===== src/rtl/tdpl_pkg.sv =====
package tdpl_pkg;

  localparam int unsigned DefValueWidth   = 16;
  localparam int unsigned DefMaxPrimes    = 64;
  localparam int unsigned MinCandWidth    = 10;
  localparam int unsigned PrimeValueWidth = 15;
  localparam int unsigned IndexWidth      = 6;
  localparam int unsigned StatusWidth     = 3;
  localparam int unsigned CountWidth      = 7;

  typedef enum logic [StatusWidth-1:0] {
    StOk        = 3'd0,
    StFirstBad  = 3'd1,
    StSecondBad = 3'd2,
    StBothBad   = 3'd3,
    StNone      = 3'd4,
    StTruncated = 3'd5
  } status_e;

  typedef struct packed {
    logic [PrimeValueWidth-1:0] prime_value;
    logic [IndexWidth-1:0]      prime_index;
    status_e                    status;
    logic                       last;
  } result_t;

endpackage


===== src/rtl/tdpl_if.sv =====
interface tdpl_req_if #(
  parameter int unsigned VALUE_WIDTH = tdpl_pkg::DefValueWidth
) ();
  logic                          valid;
  logic                          ready;
  logic                          mode;
  logic signed [VALUE_WIDTH-1:0] first_value;
  logic signed [VALUE_WIDTH-1:0] second_value;

  modport source (output valid, output mode, output first_value, output second_value,
                  input ready);
  modport sink (input valid, input mode, input first_value, input second_value,
                output ready);
endinterface

interface tdpl_res_if ();
  logic                                      valid;
  logic                                      ready;
  logic [tdpl_pkg::PrimeValueWidth-1:0]      prime_value;
  logic [tdpl_pkg::IndexWidth-1:0]           prime_index;
  logic [tdpl_pkg::StatusWidth-1:0]          status;
  logic                                      last;

  modport source (output valid, output prime_value, output prime_index, output status,
                  output last, input ready);
  modport sink (input valid, input prime_value, input prime_index, input status,
                input last, output ready);
endinterface


===== src/rtl/tdpl_rem_unit.sv =====
module tdpl_rem_unit #(
  parameter int unsigned WIDTH = tdpl_pkg::MinCandWidth
) (
  input  logic             clk_i,
  input  logic             rst_ni,
  input  logic             start_i,
  input  logic [WIDTH-1:0] dividend_i,
  input  logic [WIDTH-1:0] divisor_i,
  output logic             done_o,
  output logic [WIDTH-1:0] rem_o
);

  localparam int unsigned CntWidth = $clog2(WIDTH) + 1;

  logic                busy_q, busy_d;
  logic                done_q, done_d;
  logic [CntWidth-1:0] count_q, count_d;
  logic [WIDTH-1:0]    remainder_work_q, remainder_work_d;
  logic [WIDTH-1:0]    shift_q, shift_d;
  logic [WIDTH:0]      trial;
  logic [WIDTH:0]      diff;

  assign trial = {remainder_work_q, shift_q[WIDTH-1]};
  assign diff  = trial - {1'b0, divisor_i};

  always_comb begin
    busy_d           = busy_q;
    done_d           = 1'b0;
    count_d          = count_q;
    remainder_work_d = remainder_work_q;
    shift_d          = shift_q;
    if (start_i) begin
      busy_d           = 1'b1;
      count_d          = CntWidth'(WIDTH);
      remainder_work_d = '0;
      shift_d          = dividend_i;
    end else if (busy_q) begin
      if (trial >= {1'b0, divisor_i}) begin
        remainder_work_d = diff[WIDTH-1:0];
      end else begin
        remainder_work_d = trial[WIDTH-1:0];
      end
      shift_d = {shift_q[WIDTH-2:0], 1'b0};
      count_d = count_q - CntWidth'(1);
      if (count_q == CntWidth'(1)) begin
        busy_d = 1'b0;
        done_d = 1'b1;
      end
    end
  end

  always_ff @(posedge clk_i or negedge rst_ni) begin
    if (!rst_ni) begin
      busy_q  <= 1'b0;
      done_q  <= 1'b0;
      count_q <= '0;
    end else begin
      busy_q  <= busy_d;
      done_q  <= done_d;
      count_q <= count_d;
    end
  end

  always_ff @(posedge clk_i) begin
    remainder_work_q <= remainder_work_d;
    shift_q          <= shift_d;
  end

  assign done_o = done_q;
  assign rem_o  = remainder_work_q;

  assert property (@(posedge clk_i) disable iff (!rst_ni) start_i |-> !busy_q)
    else $error("remainder unit restarted while busy");
  assert property (@(posedge clk_i) disable iff (!rst_ni)
                   done_o && divisor_i != '0 |-> rem_o < divisor_i)
    else $error("remainder not below divisor");

endmodule


===== src/rtl/tdpl_out_reg.sv =====
module tdpl_out_reg (
  input  logic              clk_i,
  input  logic              rst_ni,
  input  logic              push_i,
  input  tdpl_pkg::result_t data_i,
  output logic              ready_o,
  tdpl_res_if.source        res_o
);

  logic              valid_q, valid_d;
  tdpl_pkg::result_t data_q;

  assign ready_o = !valid_q || res_o.ready;

  always_comb begin
    valid_d = valid_q;
    if (res_o.ready) begin
      valid_d = 1'b0;
    end
    if (push_i) begin
      valid_d = 1'b1;
    end
  end

  always_ff @(posedge clk_i or negedge rst_ni) begin
    if (!rst_ni) begin
      valid_q <= 1'b0;
    end else begin
      valid_q <= valid_d;
    end
  end

  always_ff @(posedge clk_i) begin
    if (push_i) begin
      data_q <= data_i;
    end
  end

  assign res_o.valid       = valid_q;
  assign res_o.prime_value = data_q.prime_value;
  assign res_o.prime_index = data_q.prime_index;
  assign res_o.status      = data_q.status;
  assign res_o.last        = data_q.last;

endmodule


===== src/rtl/trial_division_prime_lister_unit.sv =====
// channel  dir  modport           word
// req_i    in   tdpl_req_if.sink  mode, first_value, second_value
// res_o    out  tdpl_res_if.source prime_value, prime_index, status, last
//
// One request at a time; req_i.ready is high only while idle.
// Each trial divisor is tested by the bit-serial remainder unit, which is CandWidth bits wide,
// CandWidth = max(VALUE_WIDTH, 10); candidates are tested one after another.
// Error results go from the idle phase into em_q and then into the output register.
// Reset clears the sequencer and the output valid; data registers are not reset.
// A stalled res_o holds the sequencer at the next result word.
module trial_division_prime_lister_unit #(
  parameter int unsigned VALUE_WIDTH = tdpl_pkg::DefValueWidth,
  parameter int unsigned MAX_PRIMES  = tdpl_pkg::DefMaxPrimes
) (
  input  logic        clk_i,
  input  logic        rst_ni,
  tdpl_req_if.sink    req_i,
  tdpl_res_if.source  res_o
);

  localparam int unsigned CandWidth = (VALUE_WIDTH > tdpl_pkg::MinCandWidth) ?
                                      VALUE_WIDTH : tdpl_pkg::MinCandWidth;
  localparam int unsigned CntW      = tdpl_pkg::CountWidth;

  localparam logic [2:0] PhIdle  = 3'd0;
  localparam logic [2:0] PhTest  = 3'd1;
  localparam logic [2:0] PhCheck = 3'd2;
  localparam logic [2:0] PhDiv   = 3'd3;
  localparam logic [2:0] PhEmit  = 3'd4;

  logic [2:0]           busy_phase_q, busy_phase_d;
  logic                 mode_q, mode_d;
  logic [CandWidth-1:0] candidate_q, candidate_d;
  logic [CandWidth-1:0] upper_q, upper_d;
  logic [CandWidth-1:0] divisor_q, divisor_d;
  logic [CandWidth:0]   dsq_q, dsq_d;
  logic [CntW-1:0]      found_count_q, found_count_d;
  logic [CntW-1:0]      target_q, target_d;
  logic                 trunc_q, trunc_d;
  logic                 pend_valid_q, pend_valid_d;
  logic [CandWidth-1:0] pend_value_q, pend_value_d;
  tdpl_pkg::result_t    em_q, em_d;

  logic [VALUE_WIDTH-1:0] a_u, b_u;
  logic                   a_bad, b_bad;
  logic [CandWidth-1:0]   a_ext, b_ext;
  logic [CntW-1:0]        cnt_inc;
  logic                   req_fire;
  logic                   div_start, div_done;
  logic [CandWidth-1:0]   div_rem;
  logic                   push, out_ready;

  assign a_u      = req_i.first_value;
  assign b_u      = req_i.second_value;
  assign a_bad    = a_u[VALUE_WIDTH-1] || (a_u == '0);
  assign b_bad    = b_u[VALUE_WIDTH-1] || (b_u == '0);
  assign a_ext    = CandWidth'(a_u);
  assign b_ext    = CandWidth'(b_u);
  assign cnt_inc  = found_count_q + CntW'(1);
  assign req_fire = req_i.valid && req_i.ready;
  assign req_i.ready = (busy_phase_q == PhIdle);

  always_comb begin
    busy_phase_d  = busy_phase_q;
    mode_d        = mode_q;
    candidate_d   = candidate_q;
    upper_d       = upper_q;
    divisor_d     = divisor_q;
    dsq_d         = dsq_q;
    found_count_d = found_count_q;
    target_d      = target_q;
    trunc_d       = trunc_q;
    pend_valid_d  = pend_valid_q;
    pend_value_d  = pend_value_q;
    em_d          = em_q;
    div_start     = 1'b0;
    push          = 1'b0;
    unique case (busy_phase_q)
      PhIdle: begin
        if (req_fire) begin
          mode_d        = req_i.mode;
          found_count_d = '0;
          pend_valid_d  = 1'b0;
          if (!req_i.mode) begin
            if (a_bad) begin
              em_d         = '{'0, '0, tdpl_pkg::StFirstBad, 1'b1};
              busy_phase_d = PhEmit;
            end else begin
              trunc_d      = a_ext > CandWidth'(MAX_PRIMES);
              target_d     = (a_ext > CandWidth'(MAX_PRIMES)) ? CntW'(MAX_PRIMES) : CntW'(a_ext);
              candidate_d  = CandWidth'(2);
              busy_phase_d = PhTest;
            end
          end else if (a_bad || b_bad) begin
            em_d = '{'0, '0, (a_bad && b_bad) ? tdpl_pkg::StBothBad :
                             (a_bad ? tdpl_pkg::StFirstBad : tdpl_pkg::StSecondBad), 1'b1};
            busy_phase_d = PhEmit;
          end else begin
            candidate_d  = (a_ext <= b_ext) ? a_ext : b_ext;
            upper_d      = (a_ext <= b_ext) ? b_ext : a_ext;
            busy_phase_d = PhTest;
          end
        end
      end
      PhTest: begin
        if (mode_q && candidate_q >= upper_q) begin
          if (pend_valid_q) begin
            em_d = '{tdpl_pkg::PrimeValueWidth'(pend_value_q),
                     tdpl_pkg::IndexWidth'(found_count_q - CntW'(1)),
                     tdpl_pkg::StOk, 1'b1};
          end else begin
            em_d = '{'0, '0, tdpl_pkg::StNone, 1'b1};
          end
          busy_phase_d = PhEmit;
        end else if (candidate_q < CandWidth'(2)) begin
          candidate_d = candidate_q + CandWidth'(1);
        end else begin
          divisor_d    = CandWidth'(2);
          dsq_d        = (CandWidth + 1)'(4);
          busy_phase_d = PhCheck;
        end
      end
      PhCheck: begin
        if (dsq_q > {1'b0, candidate_q}) begin
          if (!mode_q) begin
            em_d = '{tdpl_pkg::PrimeValueWidth'(candidate_q),
                     tdpl_pkg::IndexWidth'(found_count_q),
                     (cnt_inc == target_q && trunc_q) ? tdpl_pkg::StTruncated : tdpl_pkg::StOk,
                     cnt_inc == target_q};
            found_count_d = cnt_inc;
            busy_phase_d  = PhEmit;
          end else if (!pend_valid_q) begin
            pend_valid_d  = 1'b1;
            pend_value_d  = candidate_q;
            found_count_d = CntW'(1);
            candidate_d   = candidate_q + CandWidth'(1);
            busy_phase_d  = PhTest;
          end else if (found_count_q == CntW'(MAX_PRIMES)) begin
            em_d = '{tdpl_pkg::PrimeValueWidth'(pend_value_q),
                     tdpl_pkg::IndexWidth'(found_count_q - CntW'(1)),
                     tdpl_pkg::StTruncated, 1'b1};
            busy_phase_d = PhEmit;
          end else begin
            em_d = '{tdpl_pkg::PrimeValueWidth'(pend_value_q),
                     tdpl_pkg::IndexWidth'(found_count_q - CntW'(1)),
                     tdpl_pkg::StOk, 1'b0};
            pend_value_d  = candidate_q;
            found_count_d = cnt_inc;
            busy_phase_d  = PhEmit;
          end
        end else begin
          div_start    = 1'b1;
          busy_phase_d = PhDiv;
        end
      end
      PhDiv: begin
        if (div_done) begin
          if (div_rem == '0) begin
            candidate_d  = candidate_q + CandWidth'(1);
            busy_phase_d = PhTest;
          end else begin
            divisor_d    = divisor_q + CandWidth'(1);
            dsq_d        = dsq_q + {divisor_q, 1'b1};
            busy_phase_d = PhCheck;
          end
        end
      end
      PhEmit: begin
        if (out_ready) begin
          push = 1'b1;
          if (em_q.last) begin
            busy_phase_d = PhIdle;
          end else begin
            candidate_d  = candidate_q + CandWidth'(1);
            busy_phase_d = PhTest;
          end
        end
      end
      default: begin
        busy_phase_d = PhIdle;
      end
    endcase
  end

  always_ff @(posedge clk_i or negedge rst_ni) begin
    if (!rst_ni) begin
      busy_phase_q  <= PhIdle;
      mode_q        <= 1'b0;
      candidate_q   <= '0;
      divisor_q     <= '0;
      found_count_q <= '0;
      pend_valid_q  <= 1'b0;
      trunc_q       <= 1'b0;
      target_q      <= '0;
    end else begin
      busy_phase_q  <= busy_phase_d;
      mode_q        <= mode_d;
      candidate_q   <= candidate_d;
      divisor_q     <= divisor_d;
      found_count_q <= found_count_d;
      pend_valid_q  <= pend_valid_d;
      trunc_q       <= trunc_d;
      target_q      <= target_d;
    end
  end

  always_ff @(posedge clk_i) begin
    upper_q      <= upper_d;
    dsq_q        <= dsq_d;
    pend_value_q <= pend_value_d;
    em_q         <= em_d;
  end

  tdpl_rem_unit #(
    .WIDTH (CandWidth)
  ) u_rem (
    .clk_i      (clk_i),
    .rst_ni     (rst_ni),
    .start_i    (div_start),
    .dividend_i (candidate_q),
    .divisor_i  (divisor_q),
    .done_o     (div_done),
    .rem_o      (div_rem)
  );

  tdpl_out_reg u_out (
    .clk_i   (clk_i),
    .rst_ni  (rst_ni),
    .push_i  (push),
    .data_i  (em_q),
    .ready_o (out_ready),
    .res_o   (res_o)
  );

  assert property (@(posedge clk_i) disable iff (!rst_ni)
                   found_count_q <= CntW'(MAX_PRIMES))
    else $error("found count above limit");
  assert property (@(posedge clk_i) disable iff (!rst_ni)
                   busy_phase_q == PhDiv |-> divisor_q >= CandWidth'(2) &&
                   dsq_q <= {1'b0, candidate_q})
    else $error("trial divisor out of range");
  assert property (@(posedge clk_i) disable iff (!rst_ni)
                   req_fire |=> busy_phase_q != PhIdle)
    else $error("request accepted without leaving idle");

endmodule


===== src/flat_wrapper.sv =====
// flat-port wrapper written by rule: the top's interface ports become plain ports
module trial_division_prime_lister_unit_flat 
#(
  parameter int unsigned VALUE_WIDTH = tdpl_pkg::DefValueWidth,
  parameter int unsigned MAX_PRIMES  = tdpl_pkg::DefMaxPrimes
)
  (clk_i, rst_ni, req_i_valid, req_i_mode, req_i_first_value, req_i_second_value, req_i_ready, res_o_valid, res_o_prime_value, res_o_prime_index, res_o_status, res_o_last, res_o_ready);
  tdpl_req_if #(.VALUE_WIDTH(VALUE_WIDTH)) req_i_i ();
  tdpl_res_if res_o_i ();
  input  logic clk_i;
  input  logic rst_ni;
  input wire logic [$bits(req_i_i.valid)-1:0] req_i_valid;
  input wire logic [$bits(req_i_i.mode)-1:0] req_i_mode;
  input wire logic [$bits(req_i_i.first_value)-1:0] req_i_first_value;
  input wire logic [$bits(req_i_i.second_value)-1:0] req_i_second_value;
  output wire logic [$bits(req_i_i.ready)-1:0] req_i_ready;
  output wire logic [$bits(res_o_i.valid)-1:0] res_o_valid;
  output wire logic [$bits(res_o_i.prime_value)-1:0] res_o_prime_value;
  output wire logic [$bits(res_o_i.prime_index)-1:0] res_o_prime_index;
  output wire logic [$bits(res_o_i.status)-1:0] res_o_status;
  output wire logic [$bits(res_o_i.last)-1:0] res_o_last;
  input wire logic [$bits(res_o_i.ready)-1:0] res_o_ready;
  assign req_i_i.valid = req_i_valid;
  assign req_i_i.mode = req_i_mode;
  assign req_i_i.first_value = req_i_first_value;
  assign req_i_i.second_value = req_i_second_value;
  assign req_i_ready = req_i_i.ready;
  assign res_o_valid = res_o_i.valid;
  assign res_o_prime_value = res_o_i.prime_value;
  assign res_o_prime_index = res_o_i.prime_index;
  assign res_o_status = res_o_i.status;
  assign res_o_last = res_o_i.last;
  assign res_o_i.ready = res_o_ready;
  trial_division_prime_lister_unit #(.VALUE_WIDTH(VALUE_WIDTH), .MAX_PRIMES(MAX_PRIMES)) u_core (.clk_i(clk_i), .rst_ni(rst_ni), .req_i(req_i_i), .res_o(res_o_i));
endmodule

===== config.mk =====
export PLATFORM = sky130hd
export DESIGN_NAME = trial_division_prime_lister_unit_flat
export DESIGN_NICKNAME = d
export VERILOG_FILES = /design/src/rtl/tdpl_pkg.sv /design/src/rtl/tdpl_if.sv /design/src/rtl/tdpl_rem_unit.sv /design/src/rtl/tdpl_out_reg.sv /design/src/rtl/trial_division_prime_lister_unit.sv /design/src/flat_wrapper.sv
export SDC_FILE = /design/constraint.sdc
export NUM_CORES = 1
export LEC_CHECK = 0
export BUFFER_PORTS_ARGS = -buffer_cell sky130_fd_sc_hd__buf_2
export CORE_MARGIN = 1
export CORE_UTILIZATION = 62
export CTS_CLUSTER_SIZE = 16
export DETAILED_ROUTE_END_ITERATION = 6
export PLACE_DENSITY = 0.79
export SLEW_MARGIN = 20
export SYNTH_ARGS = -nofsm -noshare
export SYNTH_HDL_FRONTEND = slang
export SYNTH_SLANG_ARGS = --single-unit

===== constraint.sdc =====
create_clock -name clk_i -period 5.8 [get_ports clk_i]
set_clock_uncertainty 0.2 [all_clocks]
set_input_delay 0.29 -clock clk_i [delete_from_list [all_inputs] [get_ports clk_i]]
set_output_delay 0.29 -clock clk_i [all_outputs]
set_load 0.05 [all_outputs]

==> results.py, run 1 <==
metrics = {
    "outcome": {
        "status": "finished clean",
    },
    "worst_setup_path": {
        "critPathMaxFanout": 32,
        "critPathRequiredTime_ns": 5.97,
        "slowest_stage": "or4_4",
        "crit_path_frequent_cell": "a211oi_1",
        "critPathArrivalTime_ns": 4.11,
        "path_buf_inv": 1,
        "startpoint_type": "flip-flop",
        "endpoint_kind": "flip-flop",
        "cp_top_family": "simple AND/OR/NAND/NOR gates",
        "cp_cell_sequence": "inv_1 > ha_1 > nand4_1 > a211oi_1 > a211oi_1 > a211oi_4 > o21bai_1 > or4_4 > or4_1 > o21ai_1",
        "critPathMaxStageDelay_ns": 0.74,
        "critPathKind": "flip-flop to flip-flop",
    },
    "routing": {
        "drc": 0,
        "final_antenna_net_count": 0,
        "drt_iter0_markers": 794,
        "routedWlPerCell_um": 19.3,
        "drt_first_pass_iters": 5,
        "vias_per_cell": 6.23,
        "wirelength_um": 27800,
        "vias": 8969,
    },
    "power": {
        "peakVddDrop_mv": 0.254,
        "power_frac_comb_pct": 4.2,
        "p_switching_mw": 0.658,
        "pwr_density_cell_nw_per_um2": 219,
        "seqPwrFrac_pct": 51.8,
        "p_leak_nw": 5.03,
        "p_sw_share_pct": 23.9,
        "internal-power_mw": 2.09,
        "power_frac_clock_pct": 44.0,
    },
    "placed_design": {
        "io_buffers": 63,
        "dp_hpwl_um": 20000,
        "placed_cells": 1398,
        "routabilityCongestion": 0.945,
    },
    "cts": {
        "cts-buffers-inserted": 17,
        "cts_root_buf": "clkbuf_16",
        "cts_num_sinks": 190,
        "clockBufferDepth": 2,
        "h-tree-depth": 4,
        "clkTransAtPathRegs_ns": 0.08,
        "cts_tree": "yes",
        "clkLatencyLatePin_ns": 0.45,
        "postCtsSetupRepairBufs": 0,
    },
    "synthesis": {
        "synth_top_area_share_pct": 30.3,
        "synth_nets": 1264,
        "netlist_instances": 1139,
        "ys_top_cells_by_count": "edfxtp_1 (114), nor2_1 (99), inv_1 (91), ha_1 (86), o21ai_0 (84)",
        "yosysMostFrequentCell": "edfxtp_1",
        "synth_seq_cells": 190,
        "avgSynthCellArea_um2": 9.92,
        "yosysTopAreaCell": "edfxtp_1",
        "async_flop_share_pct": 31.6,
        "yosysWarnings": 0,
        "synth_edf_count": 114,
        "yosys.cell_types.count": 71,
        "synth_area_um2": 11300,
        "synth_top_cells_by_area": "edfxtp_1 (30%), dfrtp_1 (13%), ha_1 (9.5%)",
        "synth_top_flop_cell": "edfxtp_1",
        "yosysSeqAreaShare_pct": 46.4,
    },
    "grt": {
        "grt_pass1_wl_um": 44700,
        "grt_max_degree": 61,
        "grt_antenna_before_repair": 0,
        "grt-ovfl-total": 0,
        "grt.total_usage_pct": 31.5,
        "grt_pass1_vias": 8520,
    },
    "timing": {
        "slew_headroom_pct": 41.8,
        "hold_ws_ns": 0.00318,
        "setup_viol": 0,
        "rsz0062_at_grt": "false",
        "tns_ns": 0,
        "max_freq_mhz": 254,
        "layout_min_cycle_time_ns": 3.94,
        "hold_viol": 0,
        "slew_violations": 0,
        "worstMarginPinSlew_ns": 0.868,
        "finalCritPeriodShare_pct": 68.0,
    },
    "final_layout": {
        "fin_nets": 1323,
        "multi_input_area_um2": 5560,
        "areaGrowthSynthToFinish_pct": 11.1,
        "diodes": 0,
        "drive_gt1_share_pct": 12.6,
        "n_fill_cell": 1395,
        "seq_area_um2": 5250,
        "instances_no_fill": 1440,
    },
    "floorplan": {
        "die_area_um2": 18800,
        "fp.coreArea_um2": 17900,
        "die_h_um": 137,
        "initial_core_util_pct": 63.1,
        "die_w_um": 137,
        "num_io_pins": 64,
        "rows": 49,
    },
    "flow_run": {
        "cap_violations": 0,
    },
    "hold_path": {
        "hold_class": "input pin to flip-flop",
    },
}
## final cells by class
class | instances | share of cell area (%)
Inverter | 91 | 2.72
Clock inverter | 15 | 1.51
Sequential cell | 190 | 41.8
Tap cell | 229 | 2.28
Multi-Input combinational cell | 813 | 44.3
Clock buffer | 17 | 3.39
Timing Repair Buffer | 85 | 4.03
## tightest hold or removal path: cells and delay by family
kind | cells | cell delay (ns)
compound gates | 1 | 0.07
buf+inv | 1 | 0.13
simple gates | 1 | 0.05
## cells by family after synthesis
family          count (synthesis)  synth area share (%)
simple gates                  355                  15.7
compound gates                292                  16.6
flops                         190                  46.4
buf+inv                       136                  4.57
fa+ha+maj                      88                  9.88
mux                            43                  4.07
xor+xnor                       35                  2.71
## path summary, 6_finish.rpt
path	start	end	slack, ns	depth (start not counted)
max	u_core.candidate_q[6]	u_core.candidate_q[15]	1.86	10
min	req_i_first_value[13]	u_core.upper_q[13]	0.003	3
max reg2reg	u_core.candidate_q[6]	u_core.candidate_q[15]	1.86	10
min reg2reg	u_core.em_q[5]	u_core.u_out.res_o.prime_index[1]	0.22	0
max in group asynchronous	rst_ni	u_core.divisor_q[11]	4.47	3
min in group asynchronous	rst_ni	u_core.u_rem.count_q[0]	0.35	3
## power by group through the flow
stage	sequential [mW]	clock, mW	combinational, mW
after global placement	1.45	0	0.105
after global routing	1.42	1.27	0.128
after detailed placement	1.45	0	0.109
after CTS	1.42	1.22	0.114
final	1.42	1.21	0.116
after floorplan	1.45	0	0.0557
## state kept, by name (all words and copies together), names as in the netlist, 7 cells and up
name	count
u_core.u_out.res_o.prime_value	15
u_core.found_count_q	7
u_core.pend_value_q	15
u_core.upper_q	16
u_core.target_q	7
u_core.u_rem.rem_o	16
u_core.divisor_q	16
u_core.candidate_q	16
u_core.u_rem.shift_q	16
u_core.em_q	25
u_core.dsq_q	17
## routing by layer
layer  global-route usage [%]  part of all wire, %  up-vias  wire [µm]
li1                         -                    -     4289          -
met1                     41.8                   42     4268      11800
met2                     50.9                   48      347      13400
met3                     5.04                  6.2       65       1710
met4                     14.0                  3.1        0        869
met5                        0                    0        -          0
## cells in the final DEF (no fill, tap or decap), types with 5 or more instances in the layout
master and instances:
mux2i_1 19, nor3b_1 5, o21a_1 6, o21ai_0 84, buf_4 12, a31oi_1 12, xor2_1 12, buf_2 63
a21o_1 9, a21oi_1 53, dfxtp_1 16, ha_1 86, or2_2 6, a22o_1 22, and3_1 25, nand3_1 25
nor4_1 18, a211oi_1 21, nand4_1 14, o21ai_1 30, dfrtp_1 60, o21bai_1 5, mux2_2 24, nor3_1 26
clkbuf_16 17, nor2b_1 14, inv_1 91, dlygate4sd3_1 10, nor2_1 97, nand2b_1 14, nand2_1 82, and2_1 8
edfxtp_1 114, xnor2_1 23, o31ai_1 6
## timing repair
| action | in CTS | in global routing |
|---|---|---|
| endpoints found under the hold margin | 70 | 0 |
| resized for setup | 0 | 0 |
| hold buffers | 10 | 0 |
## stage by stage
| stage | cell area (µm²) | total power, mW | utilization [%] | setup WS [ns] |
|---|---|---|---|---|
| final | 12600 | 2.75 | 70.1 | 1.86 |
| after global routing | 12600 | 2.82 | 70.1 | 1.62 |
| after CTS | 12500 | 2.76 | 70.1 | 1.90 |
| after detailed placement | 11800 | 1.56 | 66.1 | 1.99 |
| after global placement | 11800 | 1.56 | 66.1 | 2.05 |
| after floorplan | 11300 | 1.51 | - | 1.50 |
Note: power is estimated with default switching activity, not from simulation.
==> run 2: changes to the inputs <==
- CORE_UTILIZATION: 62 -> 56
- PLACE_DENSITY: 0.79 -> 0.75
- clock period: 5.8 -> 3.4 ns (I/O delays scaled with it)
==> run 2 against run 1 <==
Effect of this change:
- maximum frequency up 21%
- die area up 11%
- total power up 74%
- first-iteration DRC count decreased by 0.88%
- non-clock buffer count rose by 63
- sequential share of layout area fell by 2.0 points
- cell area increased by 5.1%
- cell count is 6.9% higher
==> results.py, run 2 (synthesis gave the netlist of run 1 again) <==
metrics = {
    "power": {
        "seqPwrFrac_pct": 50.6,
        "p_switching_mw": 1.22,
        "peakVddDrop_mv": 0.444,
        "power_frac_comb_pct": 5.2,
        "p_leak_nw": 5.33,
        "p_sw_share_pct": 25.4,
        "internal-power_mw": 3.58,
        "pwr_density_cell_nw_per_um2": 364,
        "power_frac_clock_pct": 44.2,
    },
    "worst_setup_path": {
        "cp_cell_sequence": "inv_1 > ha_1 > nor2b_1 > o2111a_1 > or3b_1 > nor4b_4 > o41ai_4 > a21oi_2 > buf_4 > mux2i_1 > a211oi_1",
        "slowest_stage": "or3b_1",
        "critPathMaxFanout": 9,
        "critPathRequiredTime_ns": 3.54,
        "critPathMaxStageDelay_ns": 0.42,
        "endpoint_kind": "flip-flop",
        "startpoint_type": "flip-flop",
        "startpoint": "u_core.divisor_q[1]",
        "path_buf_inv": 2,
        "r2r-start": "u_core.divisor_q[1]",
        "critPathArrivalTime_ns": 3.39,
        "critPathKind": "flip-flop to flip-flop",
        "r2r_slack_ns": 0.15,
        "cp_top_family": "compound AO/OA/AOI/OAI gates",
    },
    "timing": {
        "hold_viol": 0,
        "max_freq_mhz": 308,
        "setup_viol": 0,
        "slew_violations": 0,
        "layout_min_cycle_time_ns": 3.25,
        "rsz0062_at_grt": "false",
        "worstMarginPinSlew_ns": 0.931,
        "slew_headroom_pct": 37.9,
        "finalCritPeriodShare_pct": 95.6,
        "tns_ns": 0,
        "worst_slack_ns": 0.150,
    },
    "placed_design": {
        "placed_cells": 1467,
        "dp_hpwl_um": 20500,
        "placed_cell_area_um2": 12100,
        "io_buffers": 63,
        "place_ws_ns": 0.178,
        "routabilityCongestion": 0.907,
    },
    "grt": {
        "grt.total_usage_pct": 29.1,
        "grt_pass1_wl_um": 45800,
        "grt-ovfl-total": 0,
        "grt_pass1_vias": 8849,
        "grt_antenna_before_repair": 0,
        "grt_max_degree": 47,
    },
    "final_layout": {
        "final_common_cell": "edfxtp_1",
        "drive_gt1_share_pct": 14.8,
        "fin_nets": 1386,
        "multi_input_area_um2": 5580,
        "final_cell_mix": "edfxtp_1 (114), nor2_1 (97), inv_1 (91), ha_1 (86), o21ai_0 (84)",
        "final_area_um2": 13200,
        "n_fill_cell": 1471,
        "largest_reg_flops": 25,
        "regMostFlops": "u_core.em_q",
        "top_regs": "u_core.em_q (25), u_core.dsq_q (17)",
        "seq_area_um2": 5250,
        "areaGrowthSynthToFinish_pct": 16.7,
        "diodes": 0,
        "instances_no_fill": 1539,
    },
    "floorplan": {
        "die_area_um2": 20800,
        "fp.coreArea_um2": 19600,
        "initial_core_util_pct": 57.7,
        "die_h_um": 144,
        "die_w_um": 144,
        "num_io_pins": 64,
        "rows": 51,
    },
    "hold_path": {
        "hold_class": "input pin to flip-flop",
        "hp-start": "req_i_second_value[8]",
    },
    "outcome": {
        "status": "finished clean",
    },
    "routing": {
        "wirelength_um": 28800,
        "vias_per_cell": 6.11,
        "vias": 9408,
        "final_antenna_net_count": 0,
        "drt_iter0_markers": 787,
        "routedWlPerCell_um": 18.7,
        "drt_first_pass_iters": 5,
        "drc": 0,
    },
    "cts": {
        "clkTransAtPathRegs_ns": 0.08,
        "cts_num_sinks": 190,
        "h-tree-depth": 4,
        "clkLatencyLatePin_ns": 0.45,
        "cts_tree": "yes",
        "cts-buffers-inserted": 17,
        "cts_root_buf": "clkbuf_16",
        "clockBufferDepth": 2,
    },
    "flow_run": {
        "cap_violations": 0,
    },
}
[run 2: final cells by class]
| type | count | area share, % |
|---|---|---|
| flip-flops and latches | 190 | 39.8 |
| multi-input cells | 813 | 42.3 |
| inverters | 91 | 2.59 |
| clock inverters | 15 | 1.58 |
| well taps | 265 | 2.51 |
| repair buffers | 148 | 8.02 |
| clock buffers | 17 | 3.23 |
[run 2: final timing paths]
check	end	depth (start not counted)
worst max-delay path	u_core.u_rem.rem_o[3]	11
worst min-delay path	u_core.candidate_q[8]	4
worst max register to register	u_core.u_rem.rem_o[3]	11
worst min register to register	u_core.u_out.res_o.prime_value[6]	0
max in group asynchronous	u_core.divisor_q[15]	3
min in group asynchronous	u_core.divisor_q[0]	3
[run 2: metrics by stage]
step           util (%)  hold slack (ns)  total power, mW
2_1_floorplan         -           -0.326             2.57
3_3_place_gp       61.9          -0.0888             2.66
3_5_place_dp       61.9          -0.0874             2.67
4_1_cts            67.2          0.00908             4.80
5_1_grt            67.3           0.0167             4.94
6_report           67.3           0.0208             4.80
[run 2: metal layers]
layer  part of all wire, %  up-vias  wire length [µm]  track usage [%]
li1                      -     4426                 -                -
met1                    42     4487             12100             37.3
met2                    48      420             13900             48.9
met3                   6.2       75              1800             4.27
met4                   3.6        0              1050             12.8
met5                     0        -                 0                0
[run 2: tightest hold or removal path: stages]
cell     delay (ns)
buf_2          0.11
mux2i_1        0.07
o32a_1         0.17
o21ai_1        0.10
[run 2: repair_timing]
item / CTS / global route
endpoints found under the setup margin: 0 / 19
endpoints found under the hold margin: 46 / 0
resized for setup: 0 / 5
buffers inserted: 0 / 0
hold buffers: 40 / 0
[run 2: power by group through the flow]
stage	Sequential [mW]	Combinational, mW	Clock, mW
detailed placement	2.48	0.188	0
global placement	2.48	0.183	0
global route	2.43	0.269	2.24
finish	2.43	0.247	2.12
floorplan	2.48	0.0951	0
CTS	2.43	0.235	2.14
==> run 3: changes to the inputs <==
- CORE_UTILIZATION: 56 -> 55
- PLACE_DENSITY: 0.75 -> 0.71
- clock period: 3.4 -> 4.2 ns (I/O delays scaled with it)
==> run 3 against run 2 <==
Effect of this change:
- die area up 1.8%
- setup slack improved by 0.53 ns
- utilization shrank 3.6 points
- critical endpoint is now u_core.u_rem.rem_o[0]
- sequential cell count did not move
- cell count decreased by 2.2%
- hold slack got worse by 0.018 ns
- combinational power decreased by 30%
- non-clock buffer count is 39 lower
- total power fell by 21%
- via count shrank 4.6%
- global-route usage is 2.5 points lower
- count of clock-buffer cells in the layout up 1
==> results.py, run 3 (synthesis gave the netlist of run 1 again) <==
metrics = {
    "routing": {
        "vias": 8972,
        "drt_iter0_markers": 852,
        "drc": 0,
        "drt_first_pass_iters": 5,
        "wirelength_um": 27200,
        "routedWlPerCell_um": 18.1,
        "vias_per_cell": 5.96,
        "final_antenna_net_count": 0,
    },
    "timing": {
        "worstMarginPinSlew_ns": 1.11,
        "setup_viol": 0,
        "tns_ns": 0,
        "hold_viol": 0,
        "slew_headroom_pct": 25.9,
        "layout_min_cycle_time_ns": 3.52,
        "max_freq_mhz": 284,
        "rsz0062_at_grt": "false",
        "finalCritPeriodShare_pct": 83.8,
        "slew_violations": 0,
    },
    "floorplan": {
        "initial_core_util_pct": 56.0,
        "rows": 52,
        "die_w_um": 145,
        "fp.coreArea_um2": 20200,
        "die_h_um": 145,
        "num_io_pins": 64,
        "die_area_um2": 21100,
    },
    "placed_design": {
        "dp_hpwl_um": 19500,
        "placed_cells": 1443,
        "placed_cell_area_um2": 11900,
        "routabilityCongestion": 0.893,
        "io_buffers": 63,
    },
    "cts": {
        "clkLatencyLatePin_ns": 0.44,
        "h-tree-depth": 4,
        "cts_tree": "yes",
        "clockBufferDepth": 2,
        "clkTransAtPathRegs_ns": 0.08,
        "cts_root_buf": "clkbuf_16",
        "cts-buffers-inserted": 17,
        "cts_num_sinks": 190,
    },
    "grt": {
        "grt_max_degree": 48,
        "grt_pass1_vias": 8511,
        "grt.total_usage_pct": 26.6,
        "grt_antenna_before_repair": 1,
        "grt_pass1_wl_um": 44500,
        "grt-ovfl-total": 0,
    },
    "worst_setup_path": {
        "startpoint_type": "flip-flop",
        "critPathMaxStageDelay_ns": 0.82,
        "cp_cell_sequence": "inv_1 > ha_1 > nor2b_1 > o2111a_1 > or3b_1 > nor4b_4 > o41ai_4 > a21oi_2 > mux2_2 > a211oi_2",
        "cp_top_family": "compound AO/OA/AOI/OAI gates",
        "critPathArrivalTime_ns": 3.68,
        "critPathMaxFanout": 18,
        "slowest_stage": "a21oi_2",
        "path_buf_inv": 1,
        "endpoint_kind": "flip-flop",
        "critPathRequiredTime_ns": 4.36,
        "critPathKind": "flip-flop to flip-flop",
    },
    "final_layout": {
        "largest_reg_flops": 25,
        "final_common_cell": "edfxtp_1",
        "instances_no_fill": 1505,
        "postLayoutCoreUtil_pct": 63.7,
        "regMostFlops": "u_core.em_q",
        "diodes": 0,
        "fin_nets": 1347,
        "top_regs": "u_core.em_q (25), u_core.dsq_q (17)",
        "final_cell_mix": "edfxtp_1 (114), nor2_1 (96), inv_1 (91), ha_1 (86), o21ai_0 (84)",
        "areaGrowthSynthToFinish_pct": 13.8,
        "drive_gt1_share_pct": 12.8,
        "final_area_um2": 12900,
    },
    "power": {
        "pwr_density_cell_nw_per_um2": 296,
        "peakVddDrop_mv": 0.269,
        "p_leak_nw": 5.13,
        "finalPower_mw": 3.80,
    },
    "hold_path": {
        "hold_class": "input pin to flip-flop",
    },
    "outcome": {
        "status": "finished clean",
    },
    "flow_run": {
        "cap_violations": 0,
    },
}
## run 3: cell types whose count changed in the layout (fill, tap and decap cells not counted), moves of 2 or more
cell	delta
clkinv_8	+2
buf_4	-28
dlygate4sd3_1	-10
dfrtp_1	+2
dfrtp_2	-2
inv_12	-5
## run 3: worst register-to-register path, delay by kind of cell (launching register included)
| family | cells | cell delay [ns] |
|---|---|---|
| buf+inv | 1 | 0.10 |
| compound gates | 4 | 1.37 |
| fa+ha+maj | 1 | 0.29 |
| flops | 1 | 0.48 |
| mux | 1 | 0.43 |
| simple gates | 3 | 0.58 |
## run 3: repair_timing
item	CTS	global route
hold buffers	30	0
endpoints found under the hold margin	54	0
buffers inserted	0	0
resized for setup	0	0
## run 3: path summary, 6_finish.rpt
path	from	slack, ns	to	cells after the start
worst max-delay path	u_core.divisor_q[1]	0.68	u_core.u_rem.rem_o[0]	10
worst min-delay path	req_i_second_value[5]	0.003	u_core.upper_q[5]	3
worst max register to register	u_core.divisor_q[1]	0.68	u_core.u_rem.rem_o[0]	10
worst min register to register	u_core.em_q[19]	0.22	u_core.u_out.res_o.prime_value[9]	0
max in group asynchronous	rst_ni	2.68	u_core.candidate_q[9]	3
min in group asynchronous	rst_ni	0.16	u_core.u_out.res_o.valid	2
## run 3: layout make-up
cell class	instances	area, µm²
inverters	91	342
well taps	270	338
clock buffers	18	439
multi-input cells	813	5580
repair buffers	109	736
clock inverters	14	180
flip-flops and latches	190	5250
fillers	1647	7310
## run 3: per-stage QoR
stage               setup WS (ns)  hold WS, ns
global route                0.427       0.0227
finish                      0.681      0.00289
detailed placement          0.700        0.106
global placement            0.801        0.107
CTS                         0.670      0.00833
floorplan                   0.196       -0.286
## run 3: power by group
group / total [mW] / internal [mW] / switching, mW
logic: 0.173 / 0.0763 / 0.0965
registers: 1.97 / 1.97 / 0.0000000000000000151
clock network: 1.66 / 0.833 / 0.829
## run 3: per-layer routing
layer | wire length [µm] | track usage (%) | vias to the layer above
met4 | 515 | 8.00 | 0
met3 | 1710 | 4.76 | 44
met1 | 12700 | 38.6 | 4260
met2 | 12200 | 40.8 | 320
met5 | 0 | 0 | -
li1 | - | - | 4348
